$ cat src/julian_day_calendar_converter_assert.svh
// Assertion macros for the day number converter.
`ifndef JULIAN_DAY_CALENDAR_CONVERTER_ASSERT_SVH
`define JULIAN_DAY_CALENDAR_CONVERTER_ASSERT_SVH

// Consequent must hold in the same cycle as the antecedent.
`define JDC_ASSERT_NOW(lbl, ante, cons) \
	lbl: assert property (@(posedge clk) disable iff (!arst_n) (ante) |-> (cons)) \
		else $error("same-cycle check failed");

// Consequent must hold in the cycle after the antecedent.
`define JDC_ASSERT_NEXT(lbl, ante, cons) \
	lbl: assert property (@(posedge clk) disable iff (!arst_n) (ante) |=> (cons)) \
		else $error("next-cycle check failed");

`endif

$ cat src/jdc_pkg.sv
// Types, constants and helper functions of the day number converter.
`timescale 1ns / 1ps
package jdc_pkg;

	typedef logic signed [26:0] jd_t;
	typedef logic signed [17:0] yr_t;

	typedef enum logic [1:0] {
		KIND_NEG  = 2'd0,
		KIND_POS  = 2'd1,
		KIND_GREG = 2'd2
	} cal_kind_t;

	localparam jd_t JD_JUL_POS_START = 27'sd1721424;
	localparam jd_t JD_GREG_START    = 27'sd2299161;
	localparam jd_t JD_OFS_NEG       = 27'sd1721057;
	localparam jd_t JD_OFS_POS       = 27'sd1721423;
	localparam jd_t JD_OFS_GREG      = 27'sd1721425;
	localparam logic [32:0] JD_LAST  = 33'd16330759;
	localparam logic [33:0] GUESS_NEG  = 34'd6887153;
	localparam logic [33:0] GUESS_POS  = 34'd6885692;
	localparam logic [33:0] GUESS_GREG = 34'd688570288;
	localparam logic [33:0] DIV_JUL  = 34'd1461;
	localparam logic [33:0] DIV_GREG = 34'd146097;
	// floor(2^33 / divisor), applied to the numerator without its low ten bits
	localparam logic [22:0] RECIP_JUL  = 23'd5879489;
	localparam logic [22:0] RECIP_GREG = 23'd58796;
	localparam yr_t YEAR_MIN = -18'sd4713;
	localparam yr_t YEAR_MAX = 18'sd39999;

	typedef struct packed {
		logic             mode;
		logic             ok;
		logic             big;
		cal_kind_t        kind;
		logic             neg;
		yr_t              yy;
		logic [3:0]       mon;
		logic [4:0]       dom;
		logic [23:0]      n;
		logic [9:0]       qy;
		logic [9:0]       qc;
		logic [6:0]       ry;
		logic [1:0]       q2;
		jd_t              tpos;
		jd_t              tneg;
		jd_t              base_g;
		jd_t              base_j;
		logic             nlg;
		logic             nlj;
		logic             nl;
		logic [8:0]       mo_raw;
		jd_t              ng;
		jd_t              nj;
		jd_t              left;
		jd_t              res;
		logic signed [11:0] doy;
		logic [3:0]       mm;
	} pipe_t;

	// Signed divide by four, truncating toward zero.
	function automatic jd_t trunc4(jd_t x);
		return (x + ((x < 0) ? 27'sd3 : 27'sd0)) >>> 2;
	endfunction

	// Month table offset subtracted after the 489/16 ramp.
	function automatic jd_t month_adj(logic [3:0] m, logic nl);
		if (m > 4'd2) return nl ? 27'sd32 : 27'sd31;
		return 27'sd30;
	endfunction

	function automatic logic year_is_short(cal_kind_t k, yr_t y, logic [6:0] r, logic [1:0] q2);
		logic res;
		unique case (k)
			KIND_NEG:  res = (~y[1:0]) != 2'd0;
			KIND_POS:  res = y[1:0] != 2'd0;
			KIND_GREG: res = (y[1:0] != 2'd0) || (r == 7'd0 && q2 != 2'd0);
			default:   res = y[1:0] != 2'd0;
		endcase
		return res;
	endfunction

	// One year of correction: advance while the year end lies before the day.
	function automatic pipe_t loop_step(pipe_t p);
		pipe_t o;
		o = p;
		if (p.left < 0) begin
			o.yy = p.yy + 18'sd1;
			if (p.ry == 7'd99) begin
				o.ry = 7'd0;
				o.q2 = p.q2 + 2'd1;
			end else begin
				o.ry = p.ry + 7'd1;
			end
			o.nl = year_is_short(o.kind, o.yy, o.ry, o.q2);
			o.left = p.left + (o.nl ? 27'sd365 : 27'sd366);
		end
		return o;
	endfunction

endpackage

$ cat src/julian_day_calendar_converter.sv
// Calendar date / Julian day number converter, both directions per item.
// Usage:
//   Drive start high with mode, year, month, day and day_number; the item is
//   taken at the rising edge where start is high and busy is low. busy is
//   high only in the first cycle after reset, so an item can enter every cycle.
//   mode 0 turns the date into day_number_out, mode 1 turns day_number into
//   year_out, month_out and day_out. valid_res low marks an out-of-range item,
//   and then every result field reads zero.
// Timing:
//   Each result shows for one cycle with done high. Throughput is one item per
//   cycle. Results pass through the three-stage year estimate (reciprocal
//   product, remainder, fix-up) and the four stages of the year correction,
//   two years a stage.
// Reset:
//   arst_n clears all pipeline valid bits and done; items in flight are dropped.
// Stall:
//   The receiver cannot hold results off; done is a one-cycle strobe.
`timescale 1ns / 1ps
`include "julian_day_calendar_converter_assert.svh"
module julian_day_calendar_converter import jdc_pkg::*; #(
	parameter int DAY_BITS = 24
) (
	input  logic                clk,
	input  logic                arst_n,
	input  logic                start,
	output logic                busy,
	input  logic                mode,
	input  logic signed [16:0]  year,
	input  logic [3:0]          month,
	input  logic [4:0]          day,
	input  logic [DAY_BITS-1:0] day_number,
	output logic                done,
	output logic [DAY_BITS-1:0] day_number_out,
	output logic signed [16:0]  year_out,
	output logic [3:0]          month_out,
	output logic [4:0]          day_out,
	output logic                valid_res
);

	localparam logic [32:0] DAY_MAX = (33'd1 << DAY_BITS) - 33'd1;
	localparam int DV_STAGES = 3;
	localparam int LOOP_STAGES = 4;

	// ---------------- input register
	logic rdy_q, v_s1;
	logic mode_s1;
	logic signed [16:0] year_s1;
	logic [3:0] month_s1;
	logic [4:0] day_s1;
	logic [DAY_BITS-1:0] dn_s1;

	assign busy = ~rdy_q;

	always_ff @(posedge clk or negedge arst_n) begin
		if (!arst_n) begin
			rdy_q <= 1'b0;
			v_s1 <= 1'b0;
		end else begin
			rdy_q <= 1'b1;
			v_s1 <= start && rdy_q;
		end
	end

	always_ff @(posedge clk) begin
		if (start && rdy_q) begin
			mode_s1 <= mode;
			year_s1 <= year;
			month_s1 <= month;
			day_s1 <= day;
			dn_s1 <= day_number;
		end
	end

	// ---------------- range checks and year estimate numerator
	logic v_s2;
	pipe_t p_s2;
	logic [33:0] num_s2;
	pipe_t p2;
	logic [33:0] num2;
	logic [32:0] dn33;
	logic [33:0] n34;

	always_comb begin
		dn33 = {{(33-DAY_BITS){1'b0}}, dn_s1};
		n34 = {10'd0, dn33[23:0]};
		p2 = '0;
		p2.mode = mode_s1;
		p2.yy = {year_s1[16], year_s1};
		p2.mon = month_s1;
		p2.dom = day_s1;
		p2.n = dn33[23:0];
		p2.big = dn33 > JD_LAST;
		p2.ok = (year_s1 != 17'sd0) && (p2.yy >= YEAR_MIN) && (p2.yy <= YEAR_MAX) &&
			(month_s1 >= 4'd1) && (month_s1 <= 4'd12) && (day_s1 >= 5'd1);
		if ($signed({3'd0, dn33[23:0]}) < JD_JUL_POS_START) begin
			p2.kind = KIND_NEG;
			p2.neg = 1'b1;
			num2 = GUESS_NEG - (n34 << 2);
		end else if ($signed({3'd0, dn33[23:0]}) < JD_GREG_START) begin
			p2.kind = KIND_POS;
			num2 = (n34 << 2) - GUESS_POS;
		end else begin
			p2.kind = KIND_GREG;
			num2 = n34 * 34'd400 - GUESS_GREG;
		end
	end

	always_ff @(posedge clk or negedge arst_n) begin
		if (!arst_n) v_s2 <= 1'b0;
		else v_s2 <= v_s1;
	end

	always_ff @(posedge clk) begin
		p_s2 <= p2;
		num_s2 <= num2;
	end

	// ---------------- year estimate: reciprocal product, remainder, fix-up
	logic dv_v_s3 [1:DV_STAGES];
	pipe_t dv_p_s3 [1:DV_STAGES];
	logic [33:0] dv_num_s3 [1:2];
	logic [15:0] dv_q_s3 [1:DV_STAGES];
	logic [22:0] dv_recip;
	logic [45:0] dv_prod;
	logic [33:0] dv_div2, dv_div3;

	always_comb begin
		dv_recip = (p_s2.kind == KIND_GREG) ? RECIP_GREG : RECIP_JUL;
		dv_prod = 46'(num_s2[32:10]) * 46'(dv_recip);
		dv_div2 = (dv_p_s3[1].kind == KIND_GREG) ? DIV_GREG : DIV_JUL;
		dv_div3 = (dv_p_s3[2].kind == KIND_GREG) ? DIV_GREG : DIV_JUL;
	end

	always_ff @(posedge clk or negedge arst_n) begin
		if (!arst_n) begin
			dv_v_s3[1] <= 1'b0;
			dv_v_s3[2] <= 1'b0;
			dv_v_s3[3] <= 1'b0;
		end else begin
			dv_v_s3[1] <= v_s2;
			dv_v_s3[2] <= dv_v_s3[1];
			dv_v_s3[3] <= dv_v_s3[2];
		end
	end

	always_ff @(posedge clk) begin
		// the estimate falls at most two short of the true quotient
		dv_p_s3[1] <= p_s2;
		dv_num_s3[1] <= num_s2;
		dv_q_s3[1] <= dv_prod[38:23];
		dv_p_s3[2] <= dv_p_s3[1];
		dv_num_s3[2] <= dv_num_s3[1] - 34'(dv_q_s3[1]) * dv_div2;
		dv_q_s3[2] <= dv_q_s3[1];
		dv_p_s3[3] <= dv_p_s3[2];
		if (dv_num_s3[2] >= (dv_div3 << 1)) dv_q_s3[3] <= dv_q_s3[2] + 16'd2;
		else if (dv_num_s3[2] >= dv_div3) dv_q_s3[3] <= dv_q_s3[2] + 16'd1;
		else dv_q_s3[3] <= dv_q_s3[2];
	end

	// ---------------- year pick, century quotients, 1461 products
	logic v_s4;
	pipe_t p_s4;
	pipe_t p4;
	yr_t gq, guess;
	logic [15:0] y16, ym16;

	always_comb begin
		p4 = dv_p_s3[DV_STAGES];
		gq = {2'b00, dv_q_s3[DV_STAGES]};
		guess = p4.neg ? -gq : gq;
		if (p4.kind == KIND_POS && guess < 18'sd1) guess = 18'sd1;
		if (p4.mode) begin
			p4.yy = guess;
			p4.mon = 4'd12;
			p4.dom = 5'd31;
		end else begin
			p4.kind = (p4.yy < 0) ? KIND_NEG : KIND_POS;
		end
		y16 = p4.yy[15:0];
		ym16 = y16 - 16'd1;
		p4.qy = 10'((29'(y16) * 29'd5243) >> 19);
		p4.qc = 10'((29'(ym16) * 29'd5243) >> 19);
		p4.tpos = (jd_t'(p4.yy) - 27'sd1) * 27'sd1461;
		p4.tneg = (jd_t'(p4.yy) + 27'sd1) * 27'sd1461;
	end

	always_ff @(posedge clk or negedge arst_n) begin
		if (!arst_n) v_s4 <= 1'b0;
		else v_s4 <= dv_v_s3[DV_STAGES];
	end

	always_ff @(posedge clk) p_s4 <= p4;

	// ---------------- year bases, leap flags, month ramp
	logic v_s5;
	pipe_t p_s5;
	pipe_t p5;

	always_comb begin
		p5 = p_s4;
		p5.tpos = trunc4(p_s4.tpos);
		p5.tneg = trunc4(p_s4.tneg);
		p5.ry = 7'(p_s4.yy[15:0] - 16'(p_s4.qy) * 16'd100);
		p5.q2 = p_s4.qy[1:0];
		p5.base_g = p5.tpos + $signed({17'd0, p_s4.qc >> 2}) - $signed({17'd0, p_s4.qc})
			+ JD_OFS_GREG;
		p5.base_j = (p_s4.kind == KIND_NEG) ? p5.tneg + JD_OFS_NEG : p5.tpos + JD_OFS_POS;
		p5.nlg = year_is_short(KIND_GREG, p_s4.yy, p5.ry, p5.q2);
		p5.nlj = year_is_short(p_s4.kind, p_s4.yy, p5.ry, p5.q2);
		p5.mo_raw = 9'((13'(p_s4.mon) * 13'd489) >> 4);
	end

	always_ff @(posedge clk or negedge arst_n) begin
		if (!arst_n) v_s5 <= 1'b0;
		else v_s5 <= v_s4;
	end

	always_ff @(posedge clk) p_s5 <= p5;

	// ---------------- day numbers in both calendars
	logic v_s6;
	pipe_t p_s6;
	pipe_t p6;
	jd_t mo_j, dom_j;

	always_comb begin
		p6 = p_s5;
		mo_j = $signed({18'd0, p_s5.mo_raw});
		dom_j = $signed({22'd0, p_s5.dom});
		p6.ng = p_s5.base_g + mo_j - month_adj(p_s5.mon, p_s5.nlg) + dom_j;
		p6.nj = p_s5.base_j + mo_j - month_adj(p_s5.mon, p_s5.nlj) + dom_j;
	end

	always_ff @(posedge clk or negedge arst_n) begin
		if (!arst_n) v_s6 <= 1'b0;
		else v_s6 <= v_s5;
	end

	always_ff @(posedge clk) p_s6 <= p6;

	// ---------------- calendar pick; date result or year-end distance
	logic v_s7;
	pipe_t p_s7;
	pipe_t p7;
	logic use_g;

	always_comb begin
		p7 = p_s6;
		if (p_s6.mode) begin
			use_g = p_s6.kind == KIND_GREG;
			p7.left = (use_g ? p_s6.ng : p_s6.nj) - $signed({3'd0, p_s6.n});
			p7.nl = use_g ? p_s6.nlg : p_s6.nlj;
			p7.res = '0;
		end else begin
			use_g = (p_s6.yy >= 18'sd1) && (p_s6.ng >= JD_GREG_START);
			p7.res = use_g ? p_s6.ng : p_s6.nj;
			p7.ok = p_s6.ok && (p7.res >= 0) && ({6'd0, p7.res} <= DAY_MAX);
			p7.left = '0;
			p7.nl = 1'b0;
		end
	end

	always_ff @(posedge clk or negedge arst_n) begin
		if (!arst_n) v_s7 <= 1'b0;
		else v_s7 <= v_s6;
	end

	always_ff @(posedge clk) p_s7 <= p7;

	// ---------------- year correction, two years per stage
	logic lp_v_s8 [0:LOOP_STAGES];
	pipe_t lp_p_s8 [0:LOOP_STAGES];

	assign lp_v_s8[0] = v_s7;
	assign lp_p_s8[0] = p_s7;

	for (genvar j = 0; j < LOOP_STAGES; j++) begin : g_loop
		always_ff @(posedge clk or negedge arst_n) begin
			if (!arst_n) lp_v_s8[j+1] <= 1'b0;
			else lp_v_s8[j+1] <= lp_v_s8[j];
		end

		always_ff @(posedge clk) lp_p_s8[j+1] <= loop_step(loop_step(lp_p_s8[j]));
	end

	// ---------------- day of year and month estimate
	logic v_s9;
	pipe_t p_s9;
	pipe_t p9;
	jd_t doy_j;
	logic [12:0] xm;

	always_comb begin
		p9 = lp_p_s8[LOOP_STAGES];
		doy_j = (p9.nl ? 27'sd365 : 27'sd366) - p9.left;
		p9.doy = doy_j[11:0];
		xm = 13'((doy_j + (p9.nl ? 27'sd32 : 27'sd31)) << 4);
		p9.mm = 4'((26'(xm) * 26'd4289) >> 21);
	end

	always_ff @(posedge clk or negedge arst_n) begin
		if (!arst_n) v_s9 <= 1'b0;
		else v_s9 <= lp_v_s8[LOOP_STAGES];
	end

	always_ff @(posedge clk) p_s9 <= p9;

	// ---------------- day of month, late-January fix, output register
	logic done_q, valid_q;
	logic [DAY_BITS-1:0] dn_out_q;
	logic signed [16:0] year_q;
	logic [3:0] month_q;
	logic [4:0] day_q;
	logic [8:0] mo2;
	logic signed [11:0] dd;
	logic [3:0] mm_f;
	logic ok1;
	logic [32:0] res33;
	logic fields_zero, date_ok;

	always_comb begin
		mo2 = 9'((13'(p_s9.mm) * 13'd489) >> 4);
		dd = p_s9.doy - ($signed({3'd0, mo2}) - 12'(month_adj(p_s9.mm, p_s9.nl)));
		mm_f = p_s9.mm;
		if (dd < 12'sd1) begin
			mm_f = 4'd1;
			dd = dd + 12'sd31;
		end
		ok1 = !p_s9.big && (p_s9.yy <= YEAR_MAX) && (p_s9.yy >= YEAR_MIN) &&
			(p_s9.yy != 18'sd0);
		res33 = {6'd0, p_s9.res};
	end

	always_ff @(posedge clk or negedge arst_n) begin
		if (!arst_n) done_q <= 1'b0;
		else done_q <= v_s9;
	end

	always_ff @(posedge clk) begin
		dn_out_q <= '0;
		year_q <= '0;
		month_q <= '0;
		day_q <= '0;
		valid_q <= 1'b0;
		if (p_s9.mode) begin
			if (ok1) begin
				year_q <= p_s9.yy[16:0];
				month_q <= mm_f;
				day_q <= dd[4:0];
				valid_q <= 1'b1;
			end
		end else if (p_s9.ok) begin
			dn_out_q <= res33[DAY_BITS-1:0];
			valid_q <= 1'b1;
		end
	end

	assign done = done_q;
	assign day_number_out = dn_out_q;
	assign year_out = year_q;
	assign month_out = month_q;
	assign day_out = day_q;
	assign valid_res = valid_q;

	assign fields_zero = day_number_out == '0 && year_out == '0 && month_out == 4'd0 &&
		day_out == 5'd0;
	assign date_ok = month_out <= 4'd12 && day_out != 5'd0 && day_number_out == '0;

	`JDC_ASSERT_NEXT(a_accept_enters, start && !busy, v_s1)
	`JDC_ASSERT_NOW(a_invalid_zero, done && !valid_res, fields_zero)
	`JDC_ASSERT_NOW(a_date_shape, done && valid_res && month_out != 4'd0, date_ok)

endmodule

$ cat config.mk
export PLATFORM = sky130hd
export DESIGN_NAME = julian_day_calendar_converter
export DESIGN_NICKNAME = d
export VERILOG_FILES = /design/src/jdc_pkg.sv /design/src/julian_day_calendar_converter.sv
export VERILOG_INCLUDE_DIRS = /design/src /design/src/src
export SDC_FILE = /design/constraint.sdc
export NUM_CORES = 2
export LEC_CHECK = 0
export BUFFER_PORTS_ARGS = -buffer_cell sky130_fd_sc_hd__buf_2
export CAP_MARGIN = 25
export CORE_AREA = 4 4 334 501
export CTS_CLUSTER_DIAMETER = 60
export DETAILED_ROUTE_END_ITERATION = 7
export DIE_AREA = 0 0 338 505
export GPL_TIMING_DRIVEN = 0
export PLACE_DENSITY = 0.82
export REMOVE_ABC_BUFFERS = 1
export SYNTH_ARGS = -nofsm -noshare
export SYNTH_HDL_FRONTEND = slang
export SYNTH_SLANG_ARGS = --single-unit
$ cat constraint.sdc
create_clock -name clk -period 13.7 [get_ports clk]
set_input_delay 2.74 -clock clk [delete_from_list [all_inputs] [get_ports clk]]
set_output_delay 2.74 -clock clk [all_outputs]
set_load 0.05 [all_outputs]
# --- Word-level counts from Yosys, hierarchy flattened ---
# Memories as Yosys holds them, arrays and structs flattened.
# Cells that the tools add are included.
word_totals:
  register_bits: 1036
  latchBits: 0
  ramBits: 1106
  romBits: 0
  inputBits: 54
  output_inout_bits: 53
  memories: 3
classes:
  add_sub_neg: 62
  multipliers: 11
  div_mod_pow: 0
  n_lt_le_gt_ge: 31
  n_eq_ne: 18
  shifts: 0
  muxes: 135
  bitwise_logic: 15
  n_reduce_logical: 78
memory_table:
  columns: ["memory", "words", "width", "rd", "rd_ports_with_merged_regs", "wr", "line_no", "source"]
  rows:
  - ["dv_p_s3", 3, 330, 3, 0, 3, "julian_day_calendar_converter.sv:120", "pipe_t dv_p_s3 [1:DV_STAGES];"]
  - ["dv_num_s3", 2, 34, 2, 0, 2, "julian_day_calendar_converter.sv:121", "logic [33:0] dv_num_s3 [1:2];"]
  - ["dv_q_s3", 3, 16, 3, 0, 3, "julian_day_calendar_converter.sv:122", "logic [15:0] dv_q_s3 [1:DV_STAGES];"]
op_table:
  columns: ["op", "count"]
  rows:
  - ["$mux 27", 15]
  - ["$lt 27x1->1 const B", 10]
  - ["$add 27x10->27", 9]
  - ["$mux 18", 12]
  - ["$add 18x2->18 const B", 8]
  - ["$mux 7", 16]
  - ["$mux 34", 2]
  - ["$logic_not 7->1", 9]
  - ["$mux 9", 7]
  - ["$mul 16x13->29 const B", 2]
  - ["$mux 2", 29]
  - ["$add 7x1->7 const B", 8]
  - ["$eq 7x7->1 const B", 8]
  - ["$add 27x3->27", 2]
  - ["$add 27x6->27", 2]
  - ["$mul 19x12->27 const B", 2]
  - ["$reduce_bool 2->1", 27]
  - ["$sub 27x27->27", 2]
  - ["$add 25x22->26 const B", 2]
  - ["$mul 23x23->39", 1]
  - ["$mux 12", 3]
  - ["$ge 34x18->1", 1]
  - ["$ge 34x19->1", 1]
  - ["$mul 16x18->34", 1]
  - ["63 further kinds", 171]

# --- Depth between registers and ports, before layout ---
logic_depth:
  ltp_word: 21
  mapped_depth: 42
  ltp_nobuf: 41

# --- Worst setup path after synthesis ---
# OpenSTA, ideal clock, no wires.
synth_timing:
  path_kind: "register -> register"
  startpoint: "register dv_q_s3[0][48] (netlist name)"
  endpoint: "register p_s4[243] (netlist name)"
  t_arrival_ns: 9.334
  setup_slack_ns: 4.236
  path_stages_with_launch: 37
  synth_period_minus_slack_ns: 9.464
  path_cell_list: "edfxtp_1 inv_1 ha_1 or4b_1 o41ai_2 xor2_1 o211ai_1 nor4_4 or2_1 buf_2 o2bb2ai_1 inv_1 ha_1 and2_1 a22oi_2 nor2_1 xnor2_1 ha_1 fa_1 inv_1 fa_1 inv_1 fa_1 inv_1 fa_1 inv_1 ha_1 or4_1 and3_1 a21oi_1 nor2b_1 o211ai_1 a31oi_1 a21oi_1 a21oi_1 a211oi_1 xnor3_1"
synth_rtl:
  columns: ["element", "line_no", "source"]
  rows:
  - ["end signal: assignment", "julian_day_calendar_converter.sv:192", "always_ff @(posedge clk) p_s4 <= p4;"]
  - ["end: declaration", "julian_day_calendar_converter.sv:162", "pipe_t p_s4;"]

==> flow_summary.yaml <==
outcome:
  status: "finished, violations left"
  failed_checks: "design-rule violations"
drt:
  drt_iter0_drc: 2981
  num_vias: 62115
  vias_per_cell: 5.469
  route.detailed.drc: 2
  drtAntennaViolNets: 0
  wl_per_cell_um: 18.68
  wl_mm: 212.1
  first_pass_iters: 8
logic_synthesis:
  yosysSeqAreaShare_pct: 30.07
  synth.avg_cell_area_um2: 9.949
  netlist_instances: 8972
  ys_seq_elements: 1303
  netlist_area_mm2: 0.08926
  ys_warn_count: 0
  synth_ff_type: "dfxtp_1"
  synth_edf_count: 67
  async_flop_share_pct: 1.228
  synthDistinctLibCells: 100
timing:
  tns_ns: 0
  skew_ns: 0.06064
  setup_viol: 0
  hold_viol: 0
  maxClockFrequency_mhz: 80.10
  hold-worst-slack_ns: 0.2962
  slew_violations: 0
  worstMarginPinSlew_ns: 1.127
  maxSlewHeadroom_pct: 24.89
  finalCriticalPeriod_ns: 12.48
  rsz0062_at_grt: "false"
  fin_crit_sh_pct: 91.12
worst_setup_path:
  endpoint: "p5[262]"
  cpMaxStageDelayCell: "a2111oi_0"
  crit_fanout: 15
  slowest_delay_ns: 0.81
  r2r_cells: 40
  r2r_slack_ns: 1.22
  r2r-start: "dv_q_s3[0][48]"
  r2r_end: "p5[262]"
  cp-startpoint: "dv_q_s3[0][48]"
  critPathMostFrequentCell: "inv_1"
  crit_path_start_kind: "flip-flop"
  path_class: "flip-flop to flip-flop"
  critPathCaptureType: "flip-flop"
  critPathRequiredTime_ns: 14.40
  arrival_ns: 13.18
global_routing:
  grt_max_degree: 55
  grt_pass1_vias: 66409
  grt_overflow: 0
  grt.total_usage_pct: 25.11
  antenna_found_initial: 17
  grt_pass1_wl_mm: 338.3
clock_tree:
  cts_made_buffers: 121
  clock-sinks: 1303
  clockRootBuffer: "clkbuf_16"
  clkTransAtPathRegs_ns: 0.06
  cts_tree: "done"
  cts_buffer_depth: 3
  clkLatencyLatePin_ns: 0.79
  post_cts_buffers: 0
  cts_hold_buf: 0
  post_cts_resized: 0
  cts_max_level: 3
layout:
  area_growth_pct: 8.491
  fill_cells: 13380
  drive_above_1_share_pct: 5.690
  nets: 11191
  multiInputGateArea_mm2: 0.05606
  final_cell_mix: "1594 x inv_1, 1220 x ha_1, 1218 x dfxtp_1"
  final_common_cell: "inv_1"
  seqCellArea_mm2: 0.02684
die:
  io_pins: 107
  die_h_um: 505
  dieArea_mm2: 0.1707
  num_rows: 182
  core_area_mm2: 0.1633
  start_util_pct: 54.67
  die_width_um: 338
place:
  gp_congestion: 0.9604
  io_buffers: 106
  dp_hpwl_mm: 176.4
job:
  maxCapViolCount: 0
worst_hold_path:
  holdCritPathClass: "flip-flop to flip-flop"
## stage by stage
| step | instance area, um^2 | std cells | setup slack [ns] | utilization (%) |
|---|---|---|---|---|
| 2_1_floorplan | 88800 | 8855 | 4.049 | - |
| 3_3_place_gp | 91980 | 11077 | 0.5623 | 56.34 |
| 3_5_place_dp | 92400 | 11105 | 1.288 | 56.59 |
| 4_1_cts | 96680 | 11333 | 1.224 | 59.21 |
| 5_1_grt | 96830 | 11356 | 0.5430 | 59.31 |
| 6_report | 96840 | 11357 | 1.216 | 59.31 |
## worst min-delay path by stage
| stage | start | end | depth (start not counted) |
|---|---|---|---|
| 2_1_floorplan | p5[297] | dom_j[0] | 0 |
| 3_3_place_gp | lp_p_s8[327] | p_s9[327] | 0 |
| 5_1_grt | lp_p_s8[987] | lp_p_s8[657] | 0 |
| 3_5_place_dp | num_s2[6] | dv_num_s3[1][6] | 0 |
| 4_1_cts | lp_p_s8[987] | lp_p_s8[657] | 0 |
| 6_report | lp_p_s8[987] | lp_p_s8[657] | 0 |
## cells by family (layout without fill, tap and decap cells)
group | after synthesis | after routing | share of synthesized area, %
compound gates | 1234 | 1234 | 9.106
mux | 94 | 94 | 1.121
buf+inv | 1732 | 1970 | 7.302
other cells | 2 | 33 | 0.008414
simple gates | 1866 | 1866 | 10.31
flops | 1303 | 1303 | 30.07
fa+ha+maj | 2019 | 2019 | 34.98
xor+xnor | 722 | 722 | 7.108
## critical path: cells and delay by family (launching register included)
family	cells	cell delay, ns
buffers and inverters	9	1.15
AO/OA/AOI/OAI	18	5.11
adder cells (fa/ha/maj)	8	3.03
XOR/XNOR	2	0.93
AND/OR/NAND/NOR	3	1.69
flip-flops	1	0.48
## synth_stat cells, types with 21 or more instances
master    number  area share (%)
nor2b_1       65            0.46
o211ai_1      28            0.24
xor2_1       218             2.1
o21a_1        56            0.47
nand2_1      468             2.0
o31ai_1       42            0.35
a211oi_1      46            0.39
nor3_1       147            0.82
o21ai_0      272             1.5
o21bai_1      26            0.22
nand4_1       58            0.41
and3_1        79            0.55
dfxtp_1     1220              27
fa_1         795              18
edfxtp_1      67             2.3
nor2_1       443             1.9
or2_2         48            0.34
a31o_2        21            0.21
or3_1         49            0.34
a21o_1        95            0.80
and2_1       112            0.78
mux2i_1       46            0.52
xnor2_1      502             4.9
a21boi_0      28            0.24
clkbuf_1     112            0.47
mux2_2        48            0.61
inv_1       1594             6.7
ha_1        1220              17
nand3_1      167            0.94
a31oi_1       39            0.27
a21oi_1      330             1.9
o22ai_1       27            0.19
nand2b_1      93            0.65
nor4_1        47            0.33
## per-layer routing
metal	part of all wire [%]	wire length, um	vias to the layer above	track usage (%)
met5	0.0061	13	-	0
met4	9.4	19900	2	19.89
met3	3.3	6988	828	2.967
met2	54	114600	1580	48.13
met1	33	70580	30001	23.67
li1	-	-	29704	-
## final cells by class
class / count / share of cell area (%)
Inverter: 1598 / 6.194
Sequential cell: 1303 / 27.71
Timing Repair Buffer: 144 / 1.013
Multi-Input combinational cell: 5954 / 57.89
Antenna cell: 14 / 0.03618
Clock buffer: 144 / 3.362
Tap cell: 2116 / 2.734
Clock inverter: 84 / 1.054
## registers in the layout, summed over array words and instances (netlist names), 55 cells and up
| name | flops |
|---|---|
| lp_p_s8 | 392 |
| p7 | 109 |
| dv_num_s3 | 67 |
| p_s2 | 55 |
| p5 | 71 |
| p_s9 | 62 |
| p6 | 113 |
| dv_p_s3 | 167 |
Power is left out: the tool's default activity adds up to more than one toggle a clock period on the data nets, which glitch-free logic cannot reach.
